**config.mk**
```make
export PLATFORM = sky130hd
export DESIGN_NAME = frame_deframer_crc16_unit
export DESIGN_NICKNAME = d
export VERILOG_FILES = /design/src/sv/fdc_pkg.sv /design/src/sv/frame_deframer_crc16_unit.sv /design/src/sv/fdc_front.sv /design/src/sv/fdc_queue.sv /design/src/sv/fdc_back.sv
export SDC_FILE = /design/constraint.sdc
export NUM_CORES = 1
export LEC_CHECK = 0
export BUFFER_PORTS_ARGS = -buffer_cell sky130_fd_sc_hd__buf_2
export CAP_MARGIN = 40
export CORE_MARGIN = 4
export CORE_UTILIZATION = 35
export DETAILED_ROUTE_END_ITERATION = 6
export PLACE_DENSITY_LB_ADDON = 0.15
export SLEW_MARGIN = 20
export SYNTH_ARGS = -nofsm -noshare
export SYNTH_HDL_FRONTEND = slang
export SYNTH_SLANG_ARGS = --single-unit
```
**constraint.sdc**
```tcl
create_clock -name clk -period 22 [get_ports clk]
set_input_delay 3.3 -clock clk [delete_from_list [all_inputs] [get_ports clk]]
set_output_delay 3.3 -clock clk [all_outputs]
set_load 0.02 [all_outputs]
```
**src/sv/fdc_pkg.sv**
```systemverilog
// Shared types, constants and the CRC byte update for the frame deframer.
`timescale 1ns / 1ps

package fdc_pkg;

  localparam int unsigned CFG_INDEX_W = 8;
  localparam int unsigned POS_W       = 17;
  localparam int unsigned CMP_W       = 18;
  localparam int unsigned QUEUE_DEPTH = 4;
  localparam int unsigned QPTR_W      = $clog2(QUEUE_DEPTH);
  localparam int unsigned QCNT_W      = $clog2(QUEUE_DEPTH + 1);

  localparam logic [POS_W-1:0]       POS_MAX    = '1;
  localparam logic [15:0]            CRC_INIT   = 16'hFFFF;
  localparam logic [15:0]            CRC_POLY   = 16'h1021;
  localparam logic [CMP_W-1:0]       MIN_FRAME  = CMP_W'(11);
  localparam logic [7:0]             START_RESET = 8'd2;
  localparam logic [7:0]             END_RESET   = 8'd3;

  localparam logic [CFG_INDEX_W-1:0] CFG_START_MARKER = CFG_INDEX_W'(0);
  localparam logic [CFG_INDEX_W-1:0] CFG_END_MARKER   = CFG_INDEX_W'(1);

  typedef enum logic [2:0] {
    KIND_TYPE         = 3'd0,
    KIND_ID           = 3'd1,
    KIND_QOS          = 3'd2,
    KIND_TOPIC_LEN    = 3'd3,
    KIND_TOPIC_BYTE   = 3'd4,
    KIND_PAYLOAD_LEN  = 3'd5,
    KIND_PAYLOAD_BYTE = 3'd6,
    KIND_STATUS       = 3'd7
  } kind_t;

  typedef enum logic [2:0] {
    ST_OK              = 3'd0,
    ST_TOO_SHORT       = 3'd1,
    ST_BAD_START       = 3'd2,
    ST_TOPIC_OVERRUN   = 3'd3,
    ST_PAYLOAD_OVERRUN = 3'd4,
    ST_CRC_MISMATCH    = 3'd5,
    ST_BAD_END         = 3'd6
  } status_t;

  // One queue entry: the results that one received byte produces.
  typedef struct packed {
    logic        field_valid;
    kind_t       field_kind;
    logic [15:0] field_value;
    logic        status_valid;
    status_t     status_code;
  } fdc_entry_t;

  // CRC16-CCITT update by one byte, MSB first, no reflection.
  function automatic logic [15:0] crc_feed(input logic [15:0] crc_in, input logic [7:0] b);
    logic [15:0] c;
    c = crc_in ^ {b, 8'h00};
    for (int i = 0; i < 8; i++) begin
      if (c[15]) begin
        c = {c[14:0], 1'b0} ^ CRC_POLY;
      end else begin
        c = {c[14:0], 1'b0};
      end
    end
    return c;
  endfunction

endpackage

```
**src/sv/frame_deframer_crc16_unit.sv**
```systemverilog
// Top level of the framed-message deframer with CRC16-CCITT check.
`timescale 1ns / 1ps

// The deframer takes a received buffer one byte per transaction on the byte
// channel, with last_byte set on the buffer's final byte. It reports the
// header fields (type, 16-bit id, qos, topic length, payload length) and every
// topic and payload byte as soon as each is complete, purely by position, and
// on the final byte it adds a status result: ok, too short, bad start, topic
// overrun, payload overrun, CRC mismatch or bad end, the first failing check
// in that order. The CRC is CCITT (init FFFF, poly 1021) over the type through
// the last payload byte. After the final byte all parse state clears for the
// next buffer. A byte is accepted every clock cycle while the four-entry queue
// between the parser and the result stage has room; the result stage sends one
// result per cycle while the output side is not stalled, so a final byte that
// also completes a field yields two results, the field and then the status.
// Each result passes through the queue and the registered output stage and is
// taken when the output side is not stalled. The start and end markers are
// written on the configuration channel (index 0 and 1, reset values 2 and 3),
// which is always ready; writes to other indexes are ignored, and the markers
// should be changed only while no buffer is in progress.
module frame_deframer_crc16_unit import fdc_pkg::*; (
  input  logic                   clk,
  input  logic                   rst,
  input  logic                   byte_valid,
  output logic                   byte_stall,
  input  logic [7:0]             data_byte,
  input  logic                   last_byte,
  output logic                   res_valid,
  input  logic                   res_stall,
  output logic [2:0]             kind,
  output logic [15:0]            value,
  output logic                   final_res,
  input  logic                   cfg_valid,
  output logic                   cfg_ready,
  input  logic [CFG_INDEX_W-1:0] cfg_index,
  input  logic [7:0]             cfg_data
);

  logic [7:0] start_marker;
  logic [7:0] end_marker;

  logic       accept;
  logic       push;
  logic       pop;
  logic       full;
  logic       head_valid;
  fdc_entry_t push_entry;
  fdc_entry_t head_entry;

  // Configuration writes are always accepted.
  assign cfg_ready = 1'b1;

  always_ff @(posedge clk) begin
    if (rst) begin
      start_marker <= START_RESET;
      end_marker   <= END_RESET;
    end else if (cfg_valid && cfg_ready) begin
      if (cfg_index == CFG_START_MARKER) begin
        start_marker <= cfg_data;
      end else if (cfg_index == CFG_END_MARKER) begin
        end_marker <= cfg_data;
      end
    end
  end

  // The parser stalls only when the queue is full.
  assign byte_stall = full;
  assign accept     = byte_valid && !byte_stall;

  fdc_front u_front (
    .clk          (clk),
    .rst          (rst),
    .accept       (accept),
    .data_byte    (data_byte),
    .last_byte    (last_byte),
    .start_marker (start_marker),
    .end_marker   (end_marker),
    .push         (push),
    .entry        (push_entry)
  );

  fdc_queue u_queue (
    .clk        (clk),
    .rst        (rst),
    .push       (push),
    .push_entry (push_entry),
    .pop        (pop),
    .full       (full),
    .head_valid (head_valid),
    .head_entry (head_entry)
  );

  fdc_back u_back (
    .clk        (clk),
    .rst        (rst),
    .head_valid (head_valid),
    .head_entry (head_entry),
    .pop        (pop),
    .res_valid  (res_valid),
    .res_stall  (res_stall),
    .kind       (kind),
    .value      (value),
    .final_res  (final_res)
  );

endmodule

```
**src/sv/fdc_front.sv**
```systemverilog
// Byte parser: tracks frame position, CRC and checks, and builds queue entries.
`timescale 1ns / 1ps

module fdc_front import fdc_pkg::*; (
  input  logic       clk,
  input  logic       rst,
  input  logic       accept,
  input  logic [7:0] data_byte,
  input  logic       last_byte,
  input  logic [7:0] start_marker,
  input  logic [7:0] end_marker,
  output logic       push,
  output fdc_entry_t entry
);

  logic [POS_W-1:0] byte_position;
  logic [15:0]      running_crc;
  logic [7:0]       held_high_byte;
  logic [7:0]       topic_count;
  logic [15:0]      payload_count;
  logic             start_seen_ok;
  logic             crc_ok;
  logic             end_seen_ok;

  logic [POS_W-1:0] byte_position_next;
  logic [15:0]      running_crc_next;
  logic [7:0]       held_high_byte_next;
  logic [7:0]       topic_count_next;
  logic [15:0]      payload_count_next;
  logic             start_seen_ok_next;
  logic             crc_ok_next;
  logic             end_seen_ok_next;

  logic [CMP_W-1:0] p;
  logic [CMP_W-1:0] len;
  logic [CMP_W-1:0] topic_end;
  logic [CMP_W-1:0] crc_hi;
  logic [CMP_W-1:0] need_topic;
  logic [CMP_W-1:0] need_payload;
  logic             fld_valid;
  kind_t            fld_kind;
  logic [15:0]      fld_value;
  status_t          code;

  assign p         = CMP_W'(byte_position);
  assign len       = p + CMP_W'(1);
  assign topic_end = CMP_W'(6) + CMP_W'(topic_count);
  assign crc_hi    = CMP_W'(8) + CMP_W'(topic_count) + CMP_W'(payload_count);

  // Field decode by position; bounds use the lengths known before this byte.
  always_comb begin
    held_high_byte_next = held_high_byte;
    topic_count_next    = topic_count;
    payload_count_next  = payload_count;
    start_seen_ok_next  = start_seen_ok;
    crc_ok_next         = crc_ok;
    end_seen_ok_next    = end_seen_ok;
    fld_valid           = 1'b0;
    fld_kind            = KIND_TYPE;
    fld_value           = {8'h00, data_byte};

    if ((p >= CMP_W'(1)) && (p < crc_hi)) begin
      running_crc_next = crc_feed(running_crc, data_byte);
    end else begin
      running_crc_next = running_crc;
    end

    if (p == CMP_W'(0)) begin
      start_seen_ok_next = (data_byte == start_marker);
    end else if (p == CMP_W'(1)) begin
      fld_valid = 1'b1;
      fld_kind  = KIND_TYPE;
    end else if (p == CMP_W'(2)) begin
      held_high_byte_next = data_byte;
    end else if (p == CMP_W'(3)) begin
      fld_valid = 1'b1;
      fld_kind  = KIND_ID;
      fld_value = {held_high_byte, data_byte};
    end else if (p == CMP_W'(4)) begin
      fld_valid = 1'b1;
      fld_kind  = KIND_QOS;
    end else if (p == CMP_W'(5)) begin
      fld_valid        = 1'b1;
      fld_kind         = KIND_TOPIC_LEN;
      topic_count_next = data_byte;
    end else if (p < topic_end) begin
      fld_valid = 1'b1;
      fld_kind  = KIND_TOPIC_BYTE;
    end else if (p == topic_end) begin
      held_high_byte_next = data_byte;
    end else if (p == topic_end + CMP_W'(1)) begin
      fld_valid          = 1'b1;
      fld_kind           = KIND_PAYLOAD_LEN;
      fld_value          = {held_high_byte, data_byte};
      payload_count_next = {held_high_byte, data_byte};
    end else if (p < crc_hi) begin
      fld_valid = 1'b1;
      fld_kind  = KIND_PAYLOAD_BYTE;
    end else if (p == crc_hi) begin
      held_high_byte_next = data_byte;
    end else if (p == crc_hi + CMP_W'(1)) begin
      crc_ok_next = ({held_high_byte, data_byte} == running_crc);
    end else if (p == crc_hi + CMP_W'(2)) begin
      end_seen_ok_next = (data_byte == end_marker);
    end
  end

  // Status checks use the state as it stands after this byte.
  assign need_topic   = CMP_W'(8) + CMP_W'(topic_count_next);
  assign need_payload = CMP_W'(11) + CMP_W'(topic_count_next) + CMP_W'(payload_count_next);

  always_comb begin
    if (len < MIN_FRAME) begin
      code = ST_TOO_SHORT;
    end else if (!start_seen_ok_next) begin
      code = ST_BAD_START;
    end else if (need_topic > len) begin
      code = ST_TOPIC_OVERRUN;
    end else if (need_payload > len) begin
      code = ST_PAYLOAD_OVERRUN;
    end else if (!crc_ok_next) begin
      code = ST_CRC_MISMATCH;
    end else if (!end_seen_ok_next) begin
      code = ST_BAD_END;
    end else begin
      code = ST_OK;
    end
  end

  always_comb begin
    if (byte_position != POS_MAX) begin
      byte_position_next = byte_position + POS_W'(1);
    end else begin
      byte_position_next = byte_position;
    end
  end

  assign push               = accept && (fld_valid || last_byte);
  assign entry.field_valid  = fld_valid;
  assign entry.field_kind   = fld_kind;
  assign entry.field_value  = fld_value;
  assign entry.status_valid = last_byte;
  assign entry.status_code  = code;

  always_ff @(posedge clk) begin
    if (rst || (accept && last_byte)) begin
      byte_position  <= '0;
      running_crc    <= CRC_INIT;
      held_high_byte <= '0;
      topic_count    <= '0;
      payload_count  <= '0;
      start_seen_ok  <= 1'b0;
      crc_ok         <= 1'b0;
      end_seen_ok    <= 1'b0;
    end else if (accept) begin
      byte_position  <= byte_position_next;
      running_crc    <= running_crc_next;
      held_high_byte <= held_high_byte_next;
      topic_count    <= topic_count_next;
      payload_count  <= payload_count_next;
      start_seen_ok  <= start_seen_ok_next;
      crc_ok         <= crc_ok_next;
      end_seen_ok    <= end_seen_ok_next;
    end
  end

endmodule

```
**src/sv/fdc_queue.sv**
```systemverilog
// Small FIFO of parsed entries between the parser and the result stage.
`timescale 1ns / 1ps

module fdc_queue import fdc_pkg::*; (
  input  logic       clk,
  input  logic       rst,
  input  logic       push,
  input  fdc_entry_t push_entry,
  input  logic       pop,
  output logic       full,
  output logic       head_valid,
  output fdc_entry_t head_entry
);

  fdc_entry_t        slots [QUEUE_DEPTH];
  logic [QPTR_W-1:0] wr_ptr;
  logic [QPTR_W-1:0] rd_ptr;
  logic [QCNT_W-1:0] count;

  assign full       = (count == QCNT_W'(QUEUE_DEPTH));
  assign head_valid = (count != '0);
  assign head_entry = slots[rd_ptr];

  always_ff @(posedge clk) begin
    if (push) begin
      slots[wr_ptr] <= push_entry;
    end
  end

  always_ff @(posedge clk) begin
    if (rst) begin
      wr_ptr <= '0;
      rd_ptr <= '0;
      count  <= '0;
    end else begin
      if (push) begin
        wr_ptr <= wr_ptr + QPTR_W'(1);
      end
      if (pop) begin
        rd_ptr <= rd_ptr + QPTR_W'(1);
      end
      if (push && !pop) begin
        count <= count + QCNT_W'(1);
      end else if (pop && !push) begin
        count <= count - QCNT_W'(1);
      end
    end
  end

endmodule

```
**src/sv/fdc_back.sv**
```systemverilog
// Result stage: expands each queue entry into one or two output results.
`timescale 1ns / 1ps

module fdc_back import fdc_pkg::*; (
  input  logic        clk,
  input  logic        rst,
  input  logic        head_valid,
  input  fdc_entry_t  head_entry,
  output logic        pop,
  output logic        res_valid,
  input  logic        res_stall,
  output logic [2:0]  kind,
  output logic [15:0] value,
  output logic        final_res
);

  logic  load;
  logic  both;
  logic  second;
  logic  emit_status;
  kind_t kind_sel;

  assign load        = head_valid && (!res_valid || !res_stall);
  assign both        = head_entry.field_valid && head_entry.status_valid;
  assign pop         = load && !(both && !second);
  assign emit_status = second || !head_entry.field_valid;
  assign kind_sel    = emit_status ? KIND_STATUS : head_entry.field_kind;

  always_ff @(posedge clk) begin
    if (rst) begin
      res_valid <= 1'b0;
      second    <= 1'b0;
    end else begin
      if (load) begin
        res_valid <= 1'b1;
        second    <= both && !second;
      end else if (!res_stall) begin
        res_valid <= 1'b0;
      end
    end
  end

  always_ff @(posedge clk) begin
    if (load) begin
      kind      <= kind_sel;
      value     <= emit_status ? 16'(head_entry.status_code) : head_entry.field_value;
      final_res <= pop;
    end
  end

endmodule
```
==> results of run 1 <==
how the worst max path moves through the flow:
stage / to / depth (start not counted) / slack (ns) / from
final: u_queue.slots[2][2]$_DFFE_PP_ / 31 / 13.67 / u_front.topic_count[1]$_SDFFE_PP0P_
after global routing: u_queue.slots[2][2]$_DFFE_PP_ / 32 / 13.00 / u_front.topic_count[1]$_SDFFE_PP0P_
after CTS: u_queue.slots[2][2]$_DFFE_PP_ / 31 / 13.75 / u_front.topic_count[1]$_SDFFE_PP0P_
after detailed placement: u_queue.slots[0][2]$_DFFE_PP_ / 25 / 13.41 / data_byte[3]
after global placement: u_queue.slots[0][2]$_DFFE_PP_ / 25 / 13.56 / data_byte[3]
after floorplan: u_queue.slots[0][2]$_DFFE_PP_ / 26 / 14.22 / data_byte[0]
cells by family after synthesis:
logic type                 count (synthesis)
buffers and inverters                    119
other                                      1
muxes                                     94
and+or+nand+nor                          432
DFF                                      211
xor gates and xnor gates                 170
adders and majority gates                 92
AOI/OAI and AO/OA                        227
cells in the final DEF, fill, tap and decap left out, types with 9 or more instances in the layout:
| master | n |
|---|---|
| a211oi_1 | 15 |
| a21o_1 | 23 |
| a21oi_1 | 52 |
| a31oi_1 | 12 |
| and3_1 | 13 |
| buf_2 | 52 |
| buf_4 | 21 |
| clkbuf_16 | 23 |
| dfxtp_1 | 94 |
| edfxtp_1 | 116 |
| ha_1 | 89 |
| inv_1 | 48 |
| mux2_2 | 14 |
| mux2i_1 | 55 |
| mux4_2 | 24 |
| nand2_1 | 101 |
| nand2b_1 | 13 |
| nand3_1 | 31 |
| nand4_1 | 30 |
| nor2_1 | 115 |
| nor2b_1 | 30 |
| nor3_1 | 21 |
| nor4_1 | 20 |
| o211ai_1 | 22 |
| o21a_1 | 14 |
| o21ai_0 | 26 |
| or3_1 | 9 |
| xnor2_1 | 107 |
| xor2_1 | 57 |
synthesized netlist by cell type (24+ instances only):
master / instances / share of area, %
nand2_1: 101 / 2.8
clkbuf_1: 56 / 1.5
edfxtp_1: 116 / 26
nand3_1: 31 / 1.1
nor2_1: 115 / 3.2
dfxtp_1: 95 / 14
mux2i_1: 55 / 4.1
a21o_1: 24 / 1.3
a21oi_1: 53 / 2.0
ha_1: 89 / 8.2
xnor2_1: 107 / 6.9
inv_1: 48 / 1.3
o21ai_0: 26 / 0.96
nand4_1: 30 / 1.4
mux4_2: 24 / 4.0
nor2b_1: 31 / 1.4
xor2_1: 57 / 3.7
state kept, by name, indices dropped and copies added, names as in the netlist, 8 cells and up, named ones only:
| register | cells |
|---|---|
| u_back.value | 16 |
| u_front.held_high_byte | 8 |
| u_queue.slots | 96 |
| u_front.topic_count | 8 |
| u_front.payload_count | 16 |
| u_front.byte_position | 17 |
| u_front.running_crc | 16 |
| start_marker | 8 |
| end_marker | 8 |
layer usage:
layer | share of wire [%] | up-vias | track usage, %
met3 | 4.2 | 43 | 1.77
met4 | 1.7 | 0 | 3.76
met2 | 48 | 222 | 30.0
met1 | 46 | 4963 | 23.9
li1 | - | 4954 | -
met5 | 0 | - | 0
area by class of cell:
type                       instances  area, um^2  share of cell area, %
clock buffer                      25         583                   3.85
tap                              511         639                   4.22
clock inverter                    16         174                   1.15
inverter                          49         184                   1.21
multi-input combinational       1016        7730                   51.0
timing repair buffer              75         457                   3.01
sequential                       211        5390                   35.6
through the flow:
stage / utilization, % / power [mW] / cell area [um^2] / hold WS [ns]
5_1_grt: 39.9 / 1.28 / 15100 / 0.498
3_3_place_gp: 37.8 / 0.822 / 14300 / 0.466
4_1_cts: 39.9 / 1.22 / 15100 / 0.480
3_5_place_dp: 37.9 / 0.827 / 14400 / 0.473
6_report: 39.9 / 1.21 / 15100 / 0.477
2_1_floorplan: - / 0.731 / 13600 / 0.451
power by group:
group | internal [mW] | total, mW | switching [mW] | leakage [nW]
clock | 0.237 | 0.392 | 0.155 | 0.361
combinational | 0.130 | 0.319 | 0.189 | 3.53
sequential | 0.472 | 0.494 | 0.0216 | 1.84
critical path: cells and delay by family, from the launching register on:
kind                     cells  cell delay [ns]
AO/OA/AOI/OAI               16             3.52
XOR/XNOR                     1             0.14
adder cells (fa/ha/maj)      3             0.97
buffers and inverters        1             0.17
flip-flops                   1             0.57
multiplexers                 3             0.71
AND/OR/NAND/NOR              7             1.90
==> impl_results.md, run 1 <==
* Status: finished, final reports clean
* Clock sink total at 211
* Maxcap violations at 0
* Final net count at 1498
* DRT Pass-1 Iters at 5
* Antenna Cells at 0
* Worst reg2reg startpoint: u_front.topic_count[1]$_SDFFE_PP0P_
* CORE AREA at 0.0379 mm^2
* Share of layout cells above drive strength 1 at 12.5%
* R2r setup slk at 13.67 ns
* Row count at 71
* Synth async-reset ratio at 0%
* Worst r2r dst: u_queue.slots[2][2]$_DFFE_PP_
* Place WS at 13.41 ns
* LEAKAGE at 5.73 nW
* Clock root cell: clkbuf_16
* Final Hold Vio Count at 0
* Vias post-DR at 10182
* H-tree Lvls at 1
* Xor/xnor share of the synthesized area at 11.5%
* DIE HEIGHT at 205 um
* Input/output buffers at 51
* GP Congestion at 0.881
* Worst Setup Path Type: flop to flop
* Post-synthesis compound-gate area fraction at 11.5%
* Syn_nets at 1468
* RSZ-0062 raised after global routing: no
* Largest net degree at the start of global routing at 29
* Slew margin rel. at 45.6%
* Drt wl/cell at 19.3 um
* Die Wd at 205 um
* Initial antenna violation count at 0
* GRT Total Usage at 17.4%
* Area Overhead vs Synth at 11.6%
* Post-synthesis cell count at 1346
* Seq cells post-synth at 211
* Critical Path AT at 8.54 ns
* Final Setup Violations at 0
* Vias in the first global route at 10173
* Clk Latency, worst-skew pair at 0.51 ns
* Fin. max-slew vios at 0
* Worst slew pin tran at 0.816 ns
* Drt drc at 0
* Hold buffers post-CTS at 0
* Max clock buf depth at 3
* Ys Warns at 0
* Depth of the most critical reg-to-reg path at 31
* Starting density of the core at 35.8%
* Fillers at 3715
* Clock skew at 0.0154 ns
* Num CTS Buffers at 23
* Min-Delay Startpoint: u_back.res_valid$_SDFFE_PP0P_
* Tcrit/Tclk final at 37.9%
* Main synth FF type: edfxtp_1
* CTS tree: built
* Fmax at 0.120 GHz
* Critical Path RT at 22.21 ns
* Pwr per Cell Area at 79.6 mW/mm^2
* WHS Endpoint: u_back.res_valid$_SDFFE_PP0P_
* DP HPWL at 27.3 mm
* Cell area after synthesis at 0.0136 mm^2
* Critical path launch point type: flop
* # IOs at 53
* Min-Delay Path Depth at 2
* CP endpoint kind: flop
* Post-synth EDFFs at 116
* Post-cts sizing count at 0
* Slowest CP cell: a2111oi_2
* Clock transition at path regs at 0.06 ns
* Post-CTS setup buffer count at 0
* Post-synthesis mux area share at 9.29%
* Crit path max fanout at 15
* Crit path time final at 8.33 ns
* Vias per inst at 5.35
* Min-delay worst type: flop to flop
* Max VDD drop at 0.0499 mV
* Dpl cells at 1861
* Synth Area in Adders at 8.65%
* Post-Synth Simple-Gate Area at 16.0%
* First-pass GRT wire length at 57.9 mm
* Post-Layout Cell Count at 1903
* Die area at 0.0420 mm^2
* Setup TNS at 0 ns
* Critical path's largest stage delay at 0.73 ns
* Worst Setup Slack, final at 13.67 ns
* Initial DRC count at 649
* Critical path's most frequent cell: a21oi_1
* Largest family of logic cells by synthesized area: simple AND/OR/NAND/NOR gates
* Library cells used by synthesis at 85
* Post-synthesis sequential area ratio at 39.7%
* Avg Cell Area, Syn at 10.1 um^2
* Total Routed Length at 36.7 mm
* Global route overflow at 0
* Detail Route Antenna Nets at 0
Note: power is estimated with default switching activity, not from simulation.
==> run 2: changes to the inputs <==
Settings changed: ABC_AREA set to 1.
Clock period 22 ns to 7 ns, I/O delays scaled along.
==> run 2 against run 1 <==
Net effect: register-to-register slack worse by 13 ns; hold slack worse by 0.0034 ns; utilization grew 0.49 points; worst setup slack lost 13 ns; sequential share of layout area shrank 2.4 points.
==> impl_results.md, run 2 <==
* Largest family of logic cells by synthesized area: simple AND/OR/NAND/NOR gates
* Worst Setup Path Type: flop to flop
* Critical path's largest stage delay at 0.46 ns (-0.27 ns)
* Global route overflow at 0 (unchanged)
* CORE AREA at 0.0402 mm^2 (+5.9%)
* Cell taking the most area after synthesis: edfxtp_1
* DRT met1 WL at 21.4 mm (+26%)
* Most frequent cell after synthesis: nand2_1
* Min-Delay Path Depth at 2 (unchanged)
* Top Metal Used: met4
* Ranking of synthesized cells by area: edfxtp_1 24%, dfxtp_1 13%, nand2_1 11%
* Reg with most FFs: u_queue.slots
* Clock skew at 0.0124 ns (-0.00306 ns)
* Row count at 73 (+2.8%)
* Largest net degree at the start of global routing at 51 (+76%)
* Max clock buf depth at 3 (unchanged)
* Syn_nets at 2075 (+41%)
* First-pass GRT wire length at 72.2 mm (+25%)
* Ys Warns at 0 (unchanged)
* Hold Slack at 0.473 ns (-0.00340 ns)
* Design Area, Final at 0.0162 mm^2 (+7.3%)
* Setup TNS at 0 ns (unchanged)
* Hold buffers post-CTS at 0 (unchanged)
* Starting density of the core at 35.8% (about the same)
* Most common cell after layout, fill and taps aside: nand2_1
* Clk Latency, worst-skew pair at 0.52 ns (about the same)
* Clock transition at path regs at 0.06 ns (about the same)
* Crit path max fanout at 7 (-8)
* Critical Path AT at 6.61 ns (-1.93 ns)
* Min-delay worst type: flop to flop
* Drt drc at 0 (unchanged)
* CTS tree: built
* LEAKAGE at 7.25 nW (+27%)
* Fmax at 0.157 GHz (+30%)
* Max VDD drop at 0.200 mV (+300%)
* RSZ-0062 raised after global routing: no
* Depth of the most critical reg-to-reg path at 47 (+52%)
* Seq cells post-synth at 211 (unchanged)
* Area Overhead vs Synth at 13.0%
* Clock sink total at 211 (unchanged)
* Input/output buffers at 51 (unchanged)
* Die area at 0.0444 mm^2 (+5.7%)
* GRT Total Usage at 20.6% (+3.2 points)
* Critical path launch point type: flop
* Main synth FF type: edfxtp_1
* Critical Path RT at 7.23 ns (-14.98 ns)
* Vias post-DR at 13304 (+31%)
* DIE HEIGHT at 211 um (+2.8%)
* Total Routed Length at 46.8 mm (+28%)
* Initial antenna violation count at 0 (unchanged)
* # IOs at 53 (unchanged)
* Maxcap violations at 0 (unchanged)
* DRT Pass-1 Iters at 5 (unchanged)
* Library cells used by synthesis at 53 (-38%)
* Max reg flops at 96 (unchanged)
* Share of layout cells above drive strength 1 at 10.5% (-2.0 points)
* Tcrit/Tclk final at 91.2% (+53 points)
* Pwr per Cell Area at 337 mW/mm^2 (+320%)
* Post-Place Cell Area at 0.0154 mm^2 (+7.2%)
* Num CTS Buffers at 25 (+8.7%)
* Post-synthesis mux area share at 0.235% (-9.1 points)
* Slowest CP cell: dfxtp_1
* Clock root cell: clkbuf_16
* Antenna Cells at 0 (unchanged)
* Biggest regs: u_queue.slots: 96 flops, u_front.byte_position: 17 flops
* Worst slew pin tran at 0.795 ns (-0.0202 ns)
* Post-synthesis sequential area ratio at 37.5% (-2.2 points)
* Fin. max-slew vios at 0 (unchanged)
* Post-synthesis cell count at 1953 (+45%)
* Detail Route Antenna Nets at 0 (unchanged)
* Post-Synth Simple-Gate Area at 28.3% (+12 points)
* Critical path's most frequent cell: nand2_1
* Final net count at 2138 (+43%)
* DR WL met2 at 21.3 mm (+21%)
* DP HPWL at 35.9 mm (+31%)
* Post-synthesis compound-gate area fraction at 12.7% (+1.2 points)
* Final Setup Violations at 0 (unchanged)
* Fillers at 4211 (+13%)
* Met3 WL at 2.60 mm (+70%)
* Top cells by count, synth: 432 x nand2_1, 228 x nor2_1, 226 x inv_1
* Most frequent cells in the layout: 432 x nand2_1, 224 x inv_1, 222 x nor2_1
* H-tree Lvls at 1 (unchanged)
* Drt wl/cell at 18.3 um (-5.0%)
* Vias per inst at 5.20 (-2.8%)
* Synth Area in Adders at 8.16% (-0.49 points)
* Slew margin rel. at 46.5% (+0.86 points)
* Yosys top cell area share at 24.2% (-1.4 points)
* Cell area after synthesis at 0.0144 mm^2 (+5.9%)
* Vias in the first global route at 12733 (+25%)
* Crit path time final at 6.38 ns (-1.95 ns)
* GP Congestion at 0.935 (+6.1%)
* Avg Cell Area, Syn at 7.36 um^2 (-27%)
* Final Hold Vio Count at 0 (unchanged)
* Synth async-reset ratio at 0% (unchanged)
* Post-synth EDFFs at 116 (unchanged)
* Xor/xnor share of the synthesized area at 5.47% (-6.0 points)
* Initial DRC count at 943 (+45%)
* Die Wd at 211 um (+2.8%)
* Status: finished, final reports clean
* CP endpoint kind: flop
## run 2: worst paths after layout
kind | slack [ns] | endpoint | startpoint
worst max-delay path | 0.62 | u_queue.slots[0][1]$_DFFE_PP_ | u_front.topic_count[3]$_SDFFE_PP0P_
worst min register to register | 0.47 | u_queue.rd_ptr[1]$_SDFFE_PP0P_ | u_queue.rd_ptr[1]$_SDFFE_PP0P_
worst max register to register | 0.62 | u_queue.slots[0][1]$_DFFE_PP_ | u_front.topic_count[3]$_SDFFE_PP0P_
worst min-delay path | 0.47 | u_queue.rd_ptr[1]$_SDFFE_PP0P_ | u_queue.rd_ptr[1]$_SDFFE_PP0P_
## run 2: logic make-up (layout without fill, tap and decap cells)
logic type | after synthesis | count (layout)
mux | 3 | 3
other cells | 1 | 1
xor+xnor | 89 | 89
simple gates | 933 | 933
compound gates | 333 | 333
buf+inv | 291 | 371
fa+ha+maj | 92 | 92
flops | 211 | 211
## run 2: through the flow
step                util, %  total power, mW  instances  worst slack [ns]
global route           40.4             5.90       2558            0.0128
finish                 40.4             5.48       2558             0.616
floorplan                 -             3.45       1953              1.36
global placement       38.2             4.20       2509             0.522
detailed placement     38.4             4.23       2513             0.360
CTS                    40.3             5.50       2557             0.302
## run 2: critical path: cells and delay by family (launching register included)
family                     cells  cell delay [ns]
AOI/OAI and AO/OA             10             1.39
buffers and inverters          4             0.32
DFF                            1             0.46
and+or+nand+nor               29             2.74
adders and majority gates      4             1.18
## run 2: cell type report
type                    instances  area, um^2  area share (%)
repair buffers                 92         593            3.65
inverters                     235         882            5.43
multi-input cells            1451        7950            48.9
clock inverters                12        88.8           0.547
flip-flops and latches        211        5390            33.2
clock buffers                  32         694            4.27
well taps                     525         657            4.04
## run 2: timing repair
action,CTS,global route
buffers inserted,0,1
resized for setup,0,15
setup endpoints to repair,0,12
## run 2: layer usage
| layer | vias up | GRT usage, % |
|---|---|---|
| met2 | 337 | 33.8 |
| met3 | 93 | 3.40 |
| li1 | 6618 | - |
| met5 | - | 0 |
| met1 | 6256 | 28.0 |
| met4 | 0 | 6.39 |
## run 2: power breakdown
part           internal [mW]  switching (mW)  total (mW)
clock                  0.734           0.511        1.24
sequential              1.65           0.144        1.79
combinational          0.770            1.67        2.44
total                   3.15            2.33        5.48
